File: src/hdl/hce_pkg.sv
// Shared types and constants for the Hill cipher encryptor.
// Depends on nothing; every other file in hdl/ imports it.
`timescale 1ns / 1ps

package hce_pkg;

    localparam int LETTER_W      = 5;
    localparam int KEY_DIM       = 4;
    localparam int KEY_ROW_W     = KEY_DIM * LETTER_W;
    localparam int MAX_BLOCK_DEF = 4;
    localparam int BSIZE_W       = 3;
    localparam int ALPHA         = 26;
    // up to four products of two reduced letters: 4 * 25 * 25 < 2**12
    localparam int SUM_W         = 12;
    localparam int PADDR_W       = 5;
    localparam int PDATA_W       = 32;

    typedef enum logic [2:0] {
        REG_BLOCK_SIZE = 3'd0,
        REG_KEY_ROW0   = 3'd1,
        REG_KEY_ROW1   = 3'd2,
        REG_KEY_ROW2   = 3'd3,
        REG_KEY_ROW3   = 3'd4
    } hce_reg_t;

    // Configuration as seen by the datapath: effective block size and key rows
    typedef struct packed {
        logic [BSIZE_W-1:0]                blk_n;
        logic [KEY_DIM-1:0][KEY_ROW_W-1:0] key;
    } hce_cfg_t;

endpackage

File: src/hdl/hce_front.sv
// Front end: accepts letter items, collects them into a block, pushes full blocks.
// Depends on hce_pkg.
`timescale 1ns / 1ps

module hce_front
    import hce_pkg::*;
#(
    parameter int MAX_BLOCK = MAX_BLOCK_DEF
)
(
    input  logic                              clk,
    input  logic                              rst_n,
    input  logic [BSIZE_W-1:0]                blk_n,
    input  logic                              clear,
    input  logic                              letter_valid,
    output logic                              letter_stall,
    input  logic [LETTER_W-1:0]               letter_code,
    input  logic                              end_of_text,
    output logic                              q_push,
    output logic [((MAX_BLOCK < KEY_DIM) ? MAX_BLOCK : KEY_DIM)*LETTER_W-1:0] q_data,
    input  logic                              q_full
);

    localparam int CAP   = (MAX_BLOCK < KEY_DIM) ? MAX_BLOCK : KEY_DIM;
    localparam int IDX_W = (CAP > 1) ? $clog2(CAP) : 1;

    logic [CAP-1:0][LETTER_W-1:0] buf_reg;
    logic [IDX_W-1:0]             fill_reg;
    logic [IDX_W-1:0]             fill_next;
    logic [IDX_W-1:0]             idx;
    logic                         accept;
    logic                         blk_done;

    assign letter_stall = q_full;
    assign accept       = letter_valid && !letter_stall;

    // the fill count never reaches n in practice; wrap anyway
    assign idx      = (BSIZE_W'(fill_reg) >= blk_n) ? '0 : fill_reg;
    assign blk_done = (BSIZE_W'(idx) + BSIZE_W'(1)) == blk_n;
    assign q_push   = accept && !end_of_text && blk_done;

    always_comb
    begin
        for (int j = 0; j < CAP; j++)
        begin
            q_data[j*LETTER_W +: LETTER_W] = (IDX_W'(j) == idx) ? letter_code : buf_reg[j];
        end
    end

    always_comb
    begin
        fill_next = fill_reg;
        if (clear)
        begin
            fill_next = '0;
        end
        else if (accept)
        begin
            if (end_of_text || blk_done)
            begin
                fill_next = '0;
            end
            else
            begin
                fill_next = idx + IDX_W'(1);
            end
        end
    end

    always_ff @(posedge clk or negedge rst_n)
    begin
        if (!rst_n)
        begin
            fill_reg <= '0;
        end
        else
        begin
            fill_reg <= fill_next;
        end
    end

    always_ff @(posedge clk)
    begin
        if (accept && !end_of_text)
        begin
            for (int j = 0; j < CAP; j++)
            begin
                if (IDX_W'(j) == idx)
                begin
                    buf_reg[j] <= letter_code;
                end
            end
        end
    end

endmodule

File: src/hdl/hce_queue.sv
// Two-entry block queue between the front end and the matrix unit.
// Depends on hce_pkg for the constants in its default WIDTH only.
`timescale 1ns / 1ps

module hce_queue
    import hce_pkg::*;
#(
    parameter int WIDTH = MAX_BLOCK_DEF * LETTER_W
)
(
    input  logic             clk,
    input  logic             rst_n,
    input  logic             push,
    input  logic [WIDTH-1:0] push_data,
    input  logic             pop,
    output logic [WIDTH-1:0] head_data,
    output logic             full,
    output logic             empty
);

    logic [1:0][WIDTH-1:0] mem_reg;
    logic                  wr_ptr_reg;
    logic                  rd_ptr_reg;
    logic [1:0]            count_reg;
    logic [1:0]            count_next;

    assign full      = count_reg == 2'd2;
    assign empty     = count_reg == 2'd0;
    assign head_data = mem_reg[rd_ptr_reg];

    always_comb
    begin
        count_next = count_reg;
        if (push && !pop)
        begin
            count_next = count_reg + 2'd1;
        end
        else if (pop && !push)
        begin
            count_next = count_reg - 2'd1;
        end
    end

    always_ff @(posedge clk or negedge rst_n)
    begin
        if (!rst_n)
        begin
            wr_ptr_reg <= 1'b0;
            rd_ptr_reg <= 1'b0;
            count_reg  <= 2'd0;
        end
        else
        begin
            count_reg <= count_next;
            if (push)
            begin
                wr_ptr_reg <= !wr_ptr_reg;
            end
            if (pop)
            begin
                rd_ptr_reg <= !rd_ptr_reg;
            end
        end
    end

    always_ff @(posedge clk)
    begin
        if (push)
        begin
            mem_reg[wr_ptr_reg] <= push_data;
        end
    end

endmodule

File: src/hdl/hce_back.sv
// Matrix unit: one key row dot product per cycle unless stalled, then mod 26, into the
// output register. Depends on hce_pkg.
`timescale 1ns / 1ps

module hce_back
    import hce_pkg::*;
#(
    parameter int MAX_BLOCK = MAX_BLOCK_DEF
)
(
    input  logic                 clk,
    input  logic                 rst_n,
    input  hce_cfg_t             cfg,
    input  logic                 q_empty,
    input  logic [((MAX_BLOCK < KEY_DIM) ? MAX_BLOCK : KEY_DIM)*LETTER_W-1:0] q_data,
    output logic                 q_pop,
    output logic                 cipher_valid,
    input  logic                 cipher_stall,
    output logic [LETTER_W-1:0]  cipher_code,
    output logic                 block_last
);

    localparam int CAP   = (MAX_BLOCK < KEY_DIM) ? MAX_BLOCK : KEY_DIM;
    localparam int IDX_W = (CAP > 1) ? $clog2(CAP) : 1;

    // letters and key entries may be 26..31
    function automatic logic [LETTER_W-1:0] fold26(input logic [LETTER_W-1:0] v);
        return (v >= LETTER_W'(ALPHA)) ? v - LETTER_W'(ALPHA) : v;
    endfunction

    // x < 2**12: floor(x/26) = (x * 2521) >> 16 over that range
    function automatic logic [LETTER_W-1:0] mod26(input logic [SUM_W-1:0] x);
        logic [2*SUM_W-1:0] prod;
        logic [7:0]         q;
        logic [SUM_W-1:0]   q26;
        prod = (2*SUM_W)'(x) * (2*SUM_W)'(2521);
        q    = prod[23:16];
        q26  = {q, 4'b0} + {1'b0, q, 3'b0} + {3'b0, q, 1'b0};
        return LETTER_W'(x - q26);
    endfunction

    logic [IDX_W-1:0]     row_reg;
    logic                 adv;
    logic                 issue;
    logic                 row_last;
    logic [KEY_ROW_W-1:0] key_row;
    logic [SUM_W-1:0]     dot;

    logic                 a_vld_reg;
    logic                 a_last_reg;
    logic [SUM_W-1:0]     a_sum_reg;

    logic                 o_vld_reg;
    logic                 o_last_reg;
    logic [LETTER_W-1:0]  o_code_reg;

    assign adv      = !o_vld_reg || !cipher_stall;
    assign issue    = adv && !q_empty;
    assign row_last = (BSIZE_W'(row_reg) + BSIZE_W'(1)) == cfg.blk_n;
    assign q_pop    = issue && row_last;
    assign key_row  = cfg.key[2'(row_reg)];

    always_comb
    begin
        dot = '0;
        for (int k = 0; k < CAP; k++)
        begin
            if (BSIZE_W'(k) < cfg.blk_n)
            begin
                dot = dot + SUM_W'(fold26(key_row[k*LETTER_W +: LETTER_W]))
                          * SUM_W'(fold26(q_data[k*LETTER_W +: LETTER_W]));
            end
        end
    end

    always_ff @(posedge clk or negedge rst_n)
    begin
        if (!rst_n)
        begin
            row_reg   <= '0;
            a_vld_reg <= 1'b0;
            o_vld_reg <= 1'b0;
        end
        else if (adv)
        begin
            a_vld_reg <= issue;
            o_vld_reg <= a_vld_reg;
            if (issue)
            begin
                row_reg <= row_last ? '0 : row_reg + IDX_W'(1);
            end
        end
    end

    always_ff @(posedge clk)
    begin
        if (adv)
        begin
            a_sum_reg  <= dot;
            a_last_reg <= row_last;
            o_code_reg <= mod26(a_sum_reg);
            o_last_reg <= a_last_reg;
        end
    end

    assign cipher_valid = o_vld_reg;
    assign cipher_code  = o_code_reg;
    assign block_last   = o_last_reg;

endmodule

File: src/hdl/hill_cipher_encrypt.sv
// Hill cipher encryptor: a block completed by a letter item passes the queue, sum and
// output registers to its first cipher item; the other rows follow one a cycle, and
// sustained rate one letter per cycle, set by the matrix unit's one key row per cycle,
// both when not stalled; a two-block queue decouples letter intake from cipher output.
// Reset: block size 2, identity key, no partial block; buffered letters undefined.
`timescale 1ns / 1ps

module hill_cipher_encrypt
    import hce_pkg::*;
#(
    parameter int MAX_BLOCK = MAX_BLOCK_DEF
)
(
    input  logic                clk,
    input  logic                rst_n,
    input  logic                psel,
    input  logic                penable,
    input  logic                pwrite,
    input  logic [PADDR_W-1:0]  paddr,
    input  logic [PDATA_W-1:0]  pwdata,
    output logic [PDATA_W-1:0]  prdata,
    output logic                pready,
    input  logic                letter_valid,
    output logic                letter_stall,
    input  logic [LETTER_W-1:0] letter_code,
    input  logic                end_of_text,
    output logic                cipher_valid,
    input  logic                cipher_stall,
    output logic [LETTER_W-1:0] cipher_code,
    output logic                block_last
);

    localparam int CAP    = (MAX_BLOCK < KEY_DIM) ? MAX_BLOCK : KEY_DIM;
    localparam int BLK_W  = CAP * LETTER_W;

    logic [BSIZE_W-1:0]                block_size_reg;
    logic [KEY_DIM-1:0][KEY_ROW_W-1:0] key_reg;
    logic                              cfg_wr;
    hce_reg_t                          reg_sel;
    logic                              blk_clear;
    logic [BSIZE_W-1:0]                eff_n;
    hce_cfg_t                          cfg;

    logic                              q_push;
    logic                              q_pop;
    logic                              q_full;
    logic                              q_empty;
    logic [BLK_W-1:0]                  q_wdata;
    logic [BLK_W-1:0]                  q_rdata;

    assign pready    = 1'b1;
    assign cfg_wr    = psel && penable && pwrite && pready;
    assign reg_sel   = hce_reg_t'(paddr[4:2]);
    assign blk_clear = cfg_wr && (reg_sel == REG_BLOCK_SIZE);

    // zero acts as one, anything past the buffer depth as the depth
    assign eff_n = (block_size_reg == '0)              ? BSIZE_W'(1) :
                   (block_size_reg > BSIZE_W'(CAP))    ? BSIZE_W'(CAP) :
                                                         block_size_reg;

    assign cfg = {eff_n, key_reg};

    always_ff @(posedge clk or negedge rst_n)
    begin
        if (!rst_n)
        begin
            block_size_reg <= BSIZE_W'(2);
            key_reg[0]     <= KEY_ROW_W'(1);
            key_reg[1]     <= KEY_ROW_W'(32);
            key_reg[2]     <= KEY_ROW_W'(1024);
            key_reg[3]     <= KEY_ROW_W'(32768);
        end
        else if (cfg_wr)
        begin
            case (reg_sel)
                REG_BLOCK_SIZE: block_size_reg <= pwdata[BSIZE_W-1:0];
                REG_KEY_ROW0:   key_reg[0]     <= pwdata[KEY_ROW_W-1:0];
                REG_KEY_ROW1:   key_reg[1]     <= pwdata[KEY_ROW_W-1:0];
                REG_KEY_ROW2:   key_reg[2]     <= pwdata[KEY_ROW_W-1:0];
                REG_KEY_ROW3:   key_reg[3]     <= pwdata[KEY_ROW_W-1:0];
                default:        ;
            endcase
        end
    end

    always_comb
    begin
        case (reg_sel)
            REG_BLOCK_SIZE: prdata = PDATA_W'(block_size_reg);
            REG_KEY_ROW0:   prdata = PDATA_W'(key_reg[0]);
            REG_KEY_ROW1:   prdata = PDATA_W'(key_reg[1]);
            REG_KEY_ROW2:   prdata = PDATA_W'(key_reg[2]);
            REG_KEY_ROW3:   prdata = PDATA_W'(key_reg[3]);
            default:        prdata = '0;
        endcase
    end

    hce_front #(
        .MAX_BLOCK (MAX_BLOCK)
    ) u_front (
        .clk          (clk),
        .rst_n        (rst_n),
        .blk_n        (eff_n),
        .clear        (blk_clear),
        .letter_valid (letter_valid),
        .letter_stall (letter_stall),
        .letter_code  (letter_code),
        .end_of_text  (end_of_text),
        .q_push       (q_push),
        .q_data       (q_wdata),
        .q_full       (q_full)
    );

    hce_queue #(
        .WIDTH (BLK_W)
    ) u_queue (
        .clk       (clk),
        .rst_n     (rst_n),
        .push      (q_push),
        .push_data (q_wdata),
        .pop       (q_pop),
        .head_data (q_rdata),
        .full      (q_full),
        .empty     (q_empty)
    );

    hce_back #(
        .MAX_BLOCK (MAX_BLOCK)
    ) u_back (
        .clk          (clk),
        .rst_n        (rst_n),
        .cfg          (cfg),
        .q_empty      (q_empty),
        .q_data       (q_rdata),
        .q_pop        (q_pop),
        .cipher_valid (cipher_valid),
        .cipher_stall (cipher_stall),
        .cipher_code  (cipher_code),
        .block_last   (block_last)
    );

endmodule

File: config.mk
export PLATFORM = sky130hd
export DESIGN_NAME = hill_cipher_encrypt
export DESIGN_NICKNAME = d
export VERILOG_FILES = /design/src/hdl/hce_pkg.sv /design/src/hdl/hce_front.sv /design/src/hdl/hce_queue.sv /design/src/hdl/hce_back.sv /design/src/hdl/hill_cipher_encrypt.sv
export SDC_FILE = /design/constraint.sdc
export NUM_CORES = 1
export LEC_CHECK = 0
export ABC_CLOCK_PERIOD_IN_PS = 13500
export BUFFER_PORTS_ARGS = -buffer_cell sky130_fd_sc_hd__buf_4
export CORE_ASPECT_RATIO = 1.5
export CORE_MARGIN = 2
export CORE_UTILIZATION = 28
export CTS_CLUSTER_DIAMETER = 30
export DETAILED_ROUTE_END_ITERATION = 10
export GPL_ROUTABILITY_DRIVEN = 0
export GPL_TIMING_DRIVEN = 0
export PLACE_DENSITY_LB_ADDON = 0.3
export SETUP_SLACK_MARGIN = 0.15
export SLEW_MARGIN = 25
export SYNTH_ARGS = -nofsm -noshare
export SYNTH_HDL_FRONTEND = slang
export SYNTH_SLANG_ARGS = --single-unit
File: constraint.sdc
create_clock -name clk -period 13.5 [get_ports clk]
set_clock_uncertainty 0.15 [all_clocks]
set_input_delay 0.675 -clock clk [delete_from_list [all_inputs] [get_ports clk]]
set_output_delay 0.675 -clock clk [all_outputs]
set_load 0.005 [all_outputs]
==> results of run 1 <==
-- what timing repair did --
action / CTS / global route
setup buffers: 0 / 4
setup endpoints to repair: 3 / 4
pin swaps: 0 / 1
gates resized for setup: 5 / 11
-- area by class of cell --
class	instances	area, um2
fillers	5336	34880
multi-input cells	913	9035
flip-flops and latches	172	4706
well taps	676	845.8
inverters	177	664.4
repair buffers	69	518.0
clock buffers	17	425.4
plain buffers	48	305.3
clock inverters	15	176.4
-- stage by stage --
stage / cells / setup TNS [ps]
5_1_grt: 2087 / 0
3_3_place_gp: 2046 / 0
3_5_place_dp: 2050 / -189.8
2_1_floorplan: 1310 / 0
6_report: 2087 / 0
4_1_cts: 2082 / 0
-- critical path, delay by kind of cell, from the launching register on --
family,cells,cell delay [ps]
AOI/OAI and AO/OA,10,2160
xor gates and xnor gates,4,710
adders and majority gates,17,7560
buffers and inverters,9,710
DFF,1,400
muxes,1,550
and+or+nand+nor,3,350
-- layout by cell type (no fill, tap or decap), types with 15 or more instances in the layout --
cell | synthesis | routed
nor2b_1 | 15 | 15
clkbuf_16 | 0 | 17
buf_4 | 14 | 80
xnor2_1 | 36 | 36
inv_1 | 176 | 176
nor2_1 | 67 | 66
dfrtp_1 | 88 | 88
nand2b_1 | 18 | 18
ha_1 | 158 | 158
a21oi_1 | 36 | 32
nor3_1 | 17 | 17
mux2i_1 | 34 | 34
fa_1 | 101 | 101
edfxtp_1 | 79 | 79
xor2_1 | 18 | 17
nand2_1 | 74 | 73
buf_2 | 16 | 17
o21ai_0 | 42 | 39
a22o_1 | 17 | 17
a221o_1 | 17 | 17
mux2_2 | 114 | 114
-- cells by family (layout without fill, tap and decap cells) --
logic type | count (synthesis) | in the layout
other cells | 2 | 13
fa+ha+maj | 259 | 259
simple gates | 233 | 233
mux | 167 | 167
buf+inv | 225 | 326
compound gates | 187 | 187
xor+xnor | 54 | 54
flops | 172 | 172
-- worst paths after layout --
check	start	endpoint	slack [ps]	cells after the start
worst max register to register	u_back.row_reg[0]$_DFFE_PN0P_	u_back.a_sum_reg[9]$_DFFE_PP_	640	44
worst min-delay path	rst_n	cfg[3]$_DFFE_PN0P_	140	1
min in group clk	u_back.a_last_reg$_DFFE_PP_	u_back.block_last$_DFFE_PP_	290	0
max in group asynchronous	rst_n	cfg[55]$_DFFE_PN0P_	12390	1
worst max-delay path	u_back.row_reg[0]$_DFFE_PN0P_	u_back.a_sum_reg[9]$_DFFE_PP_	640	44
worst min register to register	u_back.a_last_reg$_DFFE_PP_	u_back.block_last$_DFFE_PP_	290	0
-- metal layers --
layer / GRT usage / vias to the layer above / wire length [um]
met5: 0 / - / 0
met4: 0.05601 / 0 / 1248
met3: 0.01670 / 46 / 823
met2: 0.2770 / 147 / 20640
met1: 0.1356 / 4938 / 12960
li1: - / 4679 / -
-- synthesized netlist by cell type (all sizes together), types with 4 or more instances --
master,n,area (um2)
inv,176,660.6
ha,158,1977
mux2,114,1284
fa,101,2022
dfrtp,88,2202
edfxtp,79,2372
nand2,75,284.0
nor2,69,264.0
o21ai,49,245.2
a21oi,38,197.7
xnor2,36,315.3
buf,34,230.2
mux2i,34,340.3
mux4,19,454.2
nand2b,18,112.6
xor2,18,157.7
a221o,17,170.2
a22o,17,148.9
nor3,17,85.08
nor2b,15,93.84
a21o,14,105.1
clkbuf,14,52.55
and2,13,83.83
nand3,9,45.04
o21a,8,60.06
a21boi,7,52.55
o31ai,6,50.05
dfstp,5,131.4
nand4,5,31.28
o21bai,4,33.78
or3,4,25.02
==> results.md, run 1 <==
* Tot GR Track Use at 0.1365
* Die area at 54020 um2
* Status: complete, no violations
* Post-Synth Simple-Gate Area at 0.07473
* Actual slew at the worst max-slew pin at 960.7 ps
* Drt first pass iters at 5
* Worst-path clk slew at 70 ps
* CTS Hold Buffers Added at 0
* Fmax achieved at 0.07774 GHz
* Number of global-route vias before repair at 10660
* FF+latch count, synth at 172
* Gr ovfl total at 0
* Largest net degree at the start of global routing at 94
* # rows at 102
* Core area at 51560 um2
* Setup WS post-layout at 637.2 ps
* Fin util at 0.3234
* Crit path kind: reg -> reg
* Largest family of logic cells by synthesized area: adder cells
* Hold slack at 138.3 ps
* Placed wire-length estimate at 29090 um
* Die Width at 190.4 um
* Final Cell Area at 16680 um2
* Netlist cell types at 65
* Synth Flop Type: dfrtp_1
* # IOs at 91
* Total Wirelength at 35670 um
* Final Hold Violating Endpoints at 0
* Rel. slew slack at 0.3412
* Type of the tightest min-delay check: in -> async
* Antenna Diode Count at 0
* Post-synthesis area per instance at 11.24 um2
* CTS sink count at 172
* Min Clock Period, post-route at 12860 ps
* WP data arrival at 12870 ps
* Dpl ws at -105.3 ps
* Clock root buffer: clkbuf_16
* CTS tree: done
* P&R area growth vs syn at 14.23%
* CP required at 13510 ps
* DRC at 0
* Adder and majority gate portion of the synthesized area at 0.2739
* Asr flop ratio synth at 0.5407
* Htree depth at 4
* Initial antenna violation count at 0
* Max FFs per register at 80
* Part of the Yosys area used for sequential elements at 0.3223
* Worst Setup End Kind: register
* Final period util at 0.9528
* CP max stage cell: mux4_2
* Post-layout nets at 1707
* Clk Latency, worst-skew pair at 440 ps
* Number of synthesized flops with an enable pin at 79
* Cells after Synth at 1299
* Compound-Gate Fraction of Synth Area at 0.08888
* Die H at 283.7 um
* Crit-path max cell delay at 550 ps
* Post-synthesis mux area share at 0.1424
* Detail Route Antenna Nets at 0
* PortBufs at 60
* WL per Instance at 17.09 um
* RSZ-0062 raised after global routing: false
* First-pass GRT wire length at 57070 um
* Startpoint types: register
* Bufs on Longest Clock Path at 2
* Most frequent CP cell: fa_1
* Placed Area at 15980 um2
* First-iteration detailed-routing DRC count at 326
* Final Setup Violations at 0
* Via-to-Cell Ratio at 4.701
* Slew Limit Fails at 0
* Initial Util at 0.2831
* Xor-xnor portion of the synthesized cell area at 0.03240
* Synth warn at 0
* Share of layout cells above drive strength 1 at 0.2062
* CTS Buf Count at 17
* DR vias at 9810
* Max-cap violations at 0
* Crit path max fanout at 10
* Post-synthesis cell area at 14600 um2
Power of run 1 is left out: the tool's default activity adds up to more than one toggle a clock period on the data nets, which glitch-free logic cannot reach.
==> inputs of run 2 (changes only) <==
--- a/config.mk
+++ b/config.mk
@@ -10,11 +10,11 @@
 export CORE_ASPECT_RATIO = 1.5
 export CORE_MARGIN = 2
 export CORE_UTILIZATION = 28
-export CTS_CLUSTER_DIAMETER = 30
+export CTS_CLUSTER_DIAMETER = 120
 export DETAILED_ROUTE_END_ITERATION = 10
 export GPL_ROUTABILITY_DRIVEN = 0
 export GPL_TIMING_DRIVEN = 0
-export PLACE_DENSITY_LB_ADDON = 0.3
+export MAX_ROUTING_LAYER = met4
 export SETUP_SLACK_MARGIN = 0.15
 export SLEW_MARGIN = 25
 export SYNTH_ARGS = -nofsm -noshare
==> run 2 against run 1 <==
Against the previous run:
- clock-buffer cell count grew 2
- final cell count is essentially flat
- die area is the same
- final area shrank 0.47%
- via count grew 0.70%
- critical path depth shrank 2
- worst hold slack lost 3.9 ps
- setup slack gained 72 ps
- sequential share of layout area grew 0.13 points
- first-iteration DRC count shrank 9.5%
- critical endpoint is now u_back.a_sum_reg[10]$_DFFE_PP_
- largest cell class unchanged
- highest routed layer unchanged
==> results.md, run 2 (synthesized netlist as in run 1, its figures left out) <==
* Status: complete, no violations
* # IOs at 91 (unchanged)
* P&R area growth vs syn at 13.70%
* RSZ-0062 raised after global routing: false
* Most frequent cells in the layout: 176 x inv_1, 158 x ha_1, 114 x mux2_2, 101 x fa_1, 88 x dfrtp_1
* DRC at 0 (unchanged)
* Worst Reg2Reg Path Length in Cells at 42 (-4.5%)
* # rows at 102 (unchanged)
* Type of the tightest min-delay check: in -> async
* Number of global-route vias before repair at 10730 (+0.64%)
* Max-cap violations at 0 (unchanged)
* Hold slack at 134.4 ps (-3.858 ps)
* Post-layout nets at 1705 (-0.12%)
* First-iteration detailed-routing DRC count at 295 (-9.5%)
* Core area at 51560 um2 (unchanged)
* CTS Hold Buffers Added at 0 (unchanged)
* Rel. slew slack at 0.4216 (+0.08038)
* Final period util at 0.9475 (-0.005328)
* Share of layout cells above drive strength 1 at 0.2023 (-0.003966)
* Bufs on Longest Clock Path at 2 (unchanged)
* Final Setup Violations at 0 (unchanged)
* WP data arrival at 12840 ps (-30 ps)
* Max FFs per register at 80 (unchanged)
* Final Hold Violating Endpoints at 0 (unchanged)
* CTS tree: done
* Crit-path max cell delay at 570 ps (+20 ps)
* Die Width at 190.4 um (unchanged)
* PortBufs at 60 (unchanged)
* Dpl ws at 48.59 ps (+153.9 ps)
* First-pass GRT wire length at 55300 um (-3.1%)
* Total Wirelength at 34160 um (-4.2%)
* Setup WS post-layout at 709.1 ps (+71.93 ps)
* Min Clock Period, post-route at 12790 ps (-71.93 ps)
* Drt first pass iters at 5 (unchanged)
* Slew Limit Fails at 0 (unchanged)
* Detail Route Antenna Nets at 0 (unchanged)
* Fmax achieved at 0.07818 GHz (+0.56%)
* Tot GR Track Use at 0.1353 (-0.001248)
* Largest net degree at the start of global routing at 94 (unchanged)
* Initial Util at 0.2831 (unchanged)
* Crit path kind: reg -> reg
* Die area at 54020 um2 (unchanged)
* Gr ovfl total at 0 (unchanged)
* CP max stage cell: mux4_2
* Htree depth at 4 (unchanged)
* GR peak layer: met2
* GR Util met3 at 0.01806 (+0.001360)
* Dpl cells at 2050 (unchanged)
* Most common cell after layout, fill and taps aside: inv_1
* CTS sink count at 172 (unchanged)
* CP required at 13550 ps (+40 ps)
* Final TNS setup at 0 ps (unchanged)
* Die H at 283.7 um (unchanged)
* Crit path max fanout at 10 (unchanged)
* Worst-path clk slew at 70 ps (about the same)
* Antenna Diode Count at 0 (unchanged)
* Layout Cells excl Fill at 2085 (-0.096%)
* Met2 Usage GRT at 0.2527 (-0.02427)
* WL per Instance at 16.38 um (-4.1%)
* Actual slew at the worst max-slew pin at 863.8 ps (-96.87 ps)
* Routing usage on met1 at 0.1354 (-0.0001740)
* Clk Latency, worst-skew pair at 450 ps (about the same)
* Placed wire-length estimate at 27760 um (-4.6%)
* Startpoint types: register
* Clock root buffer: clkbuf_16
* Via-to-Cell Ratio at 4.738 (+0.80%)
* Initial antenna violation count at 0 (unchanged)
* CTS Buf Count at 17 (unchanged)
* DR vias at 9879 (+0.70%)
* Worst Setup End Kind: register
* Most frequent CP cell: fa_1
-- run 2: cell count changes in the layout (fill, tap and decap cells not counted), sizes merged --
cell and delta:
buf -3, clkbuf +3, bufinv -1, clkinv -1
-- run 2: area by class of cell --
type / count / area, um2
clock buffers: 19 / 432.9
clock inverters: 13 / 126.4
inverters: 177 / 664.4
flip-flops and latches: 172 / 4706
plain buffers: 48 / 292.8
repair buffers: 67 / 508.0
fillers: 5251 / 34960
multi-input cells: 913 / 9022
well taps: 676 / 845.8
-- run 2: worst max-delay path: cells and delay by family, from the launching register on --
kind	cells	cell delay (ps)
multiplexers	1	570
AO/OA/AOI/OAI	9	2210
buffers and inverters	8	670
XOR/XNOR	4	680
flip-flops	1	400
adder cells (fa/ha/maj)	17	7580
AND/OR/NAND/NOR	3	250
-- run 2: final timing paths --
check | from | endpoint | slack [ps]
max | u_back.row_reg[0]$_DFFE_PN0P_ | u_back.a_sum_reg[10]$_DFFE_PP_ | 710
min | rst_n | cfg[4]$_DFFE_PN0P_ | 130
max reg2reg | u_back.row_reg[0]$_DFFE_PN0P_ | u_back.a_sum_reg[10]$_DFFE_PP_ | 710
min reg2reg | u_back.a_last_reg$_DFFE_PP_ | u_back.block_last$_DFFE_PP_ | 290
max in group asynchronous | rst_n | cfg[17]$_DFFE_PN0P_ | 12450
min in group clk | u_back.a_last_reg$_DFFE_PP_ | u_back.block_last$_DFFE_PP_ | 290
-- run 2: through the flow --
stage / util / area [um2]
detailed placement: 0.3100 / 15980
global route: 0.3219 / 16600
finish: 0.3219 / 16600
floorplan: - / 14640
CTS: 0.3208 / 16540
global placement: 0.3091 / 15940
-- run 2: repair_timing --
| item | in CTS | in global routing |
|---|---|---|
| resized for setup | 1 | 8 |
| buffers inserted | 0 | 3 |
| pin swaps | 0 | 2 |
| setup endpoints to repair | 3 | 4 |
| gates cloned | 0 | 0 |
-- run 2: metal layers --
| layer | part of all wire | routed length, um |
|---|---|---|
| met1 | 0.37 | 12730 |
| met2 | 0.56 | 19030 |
| met3 | 0.027 | 913 |
| met4 | 0.043 | 1475 |
| met5 | 0 | 0 |
Power of run 2 is left out for the same reason.
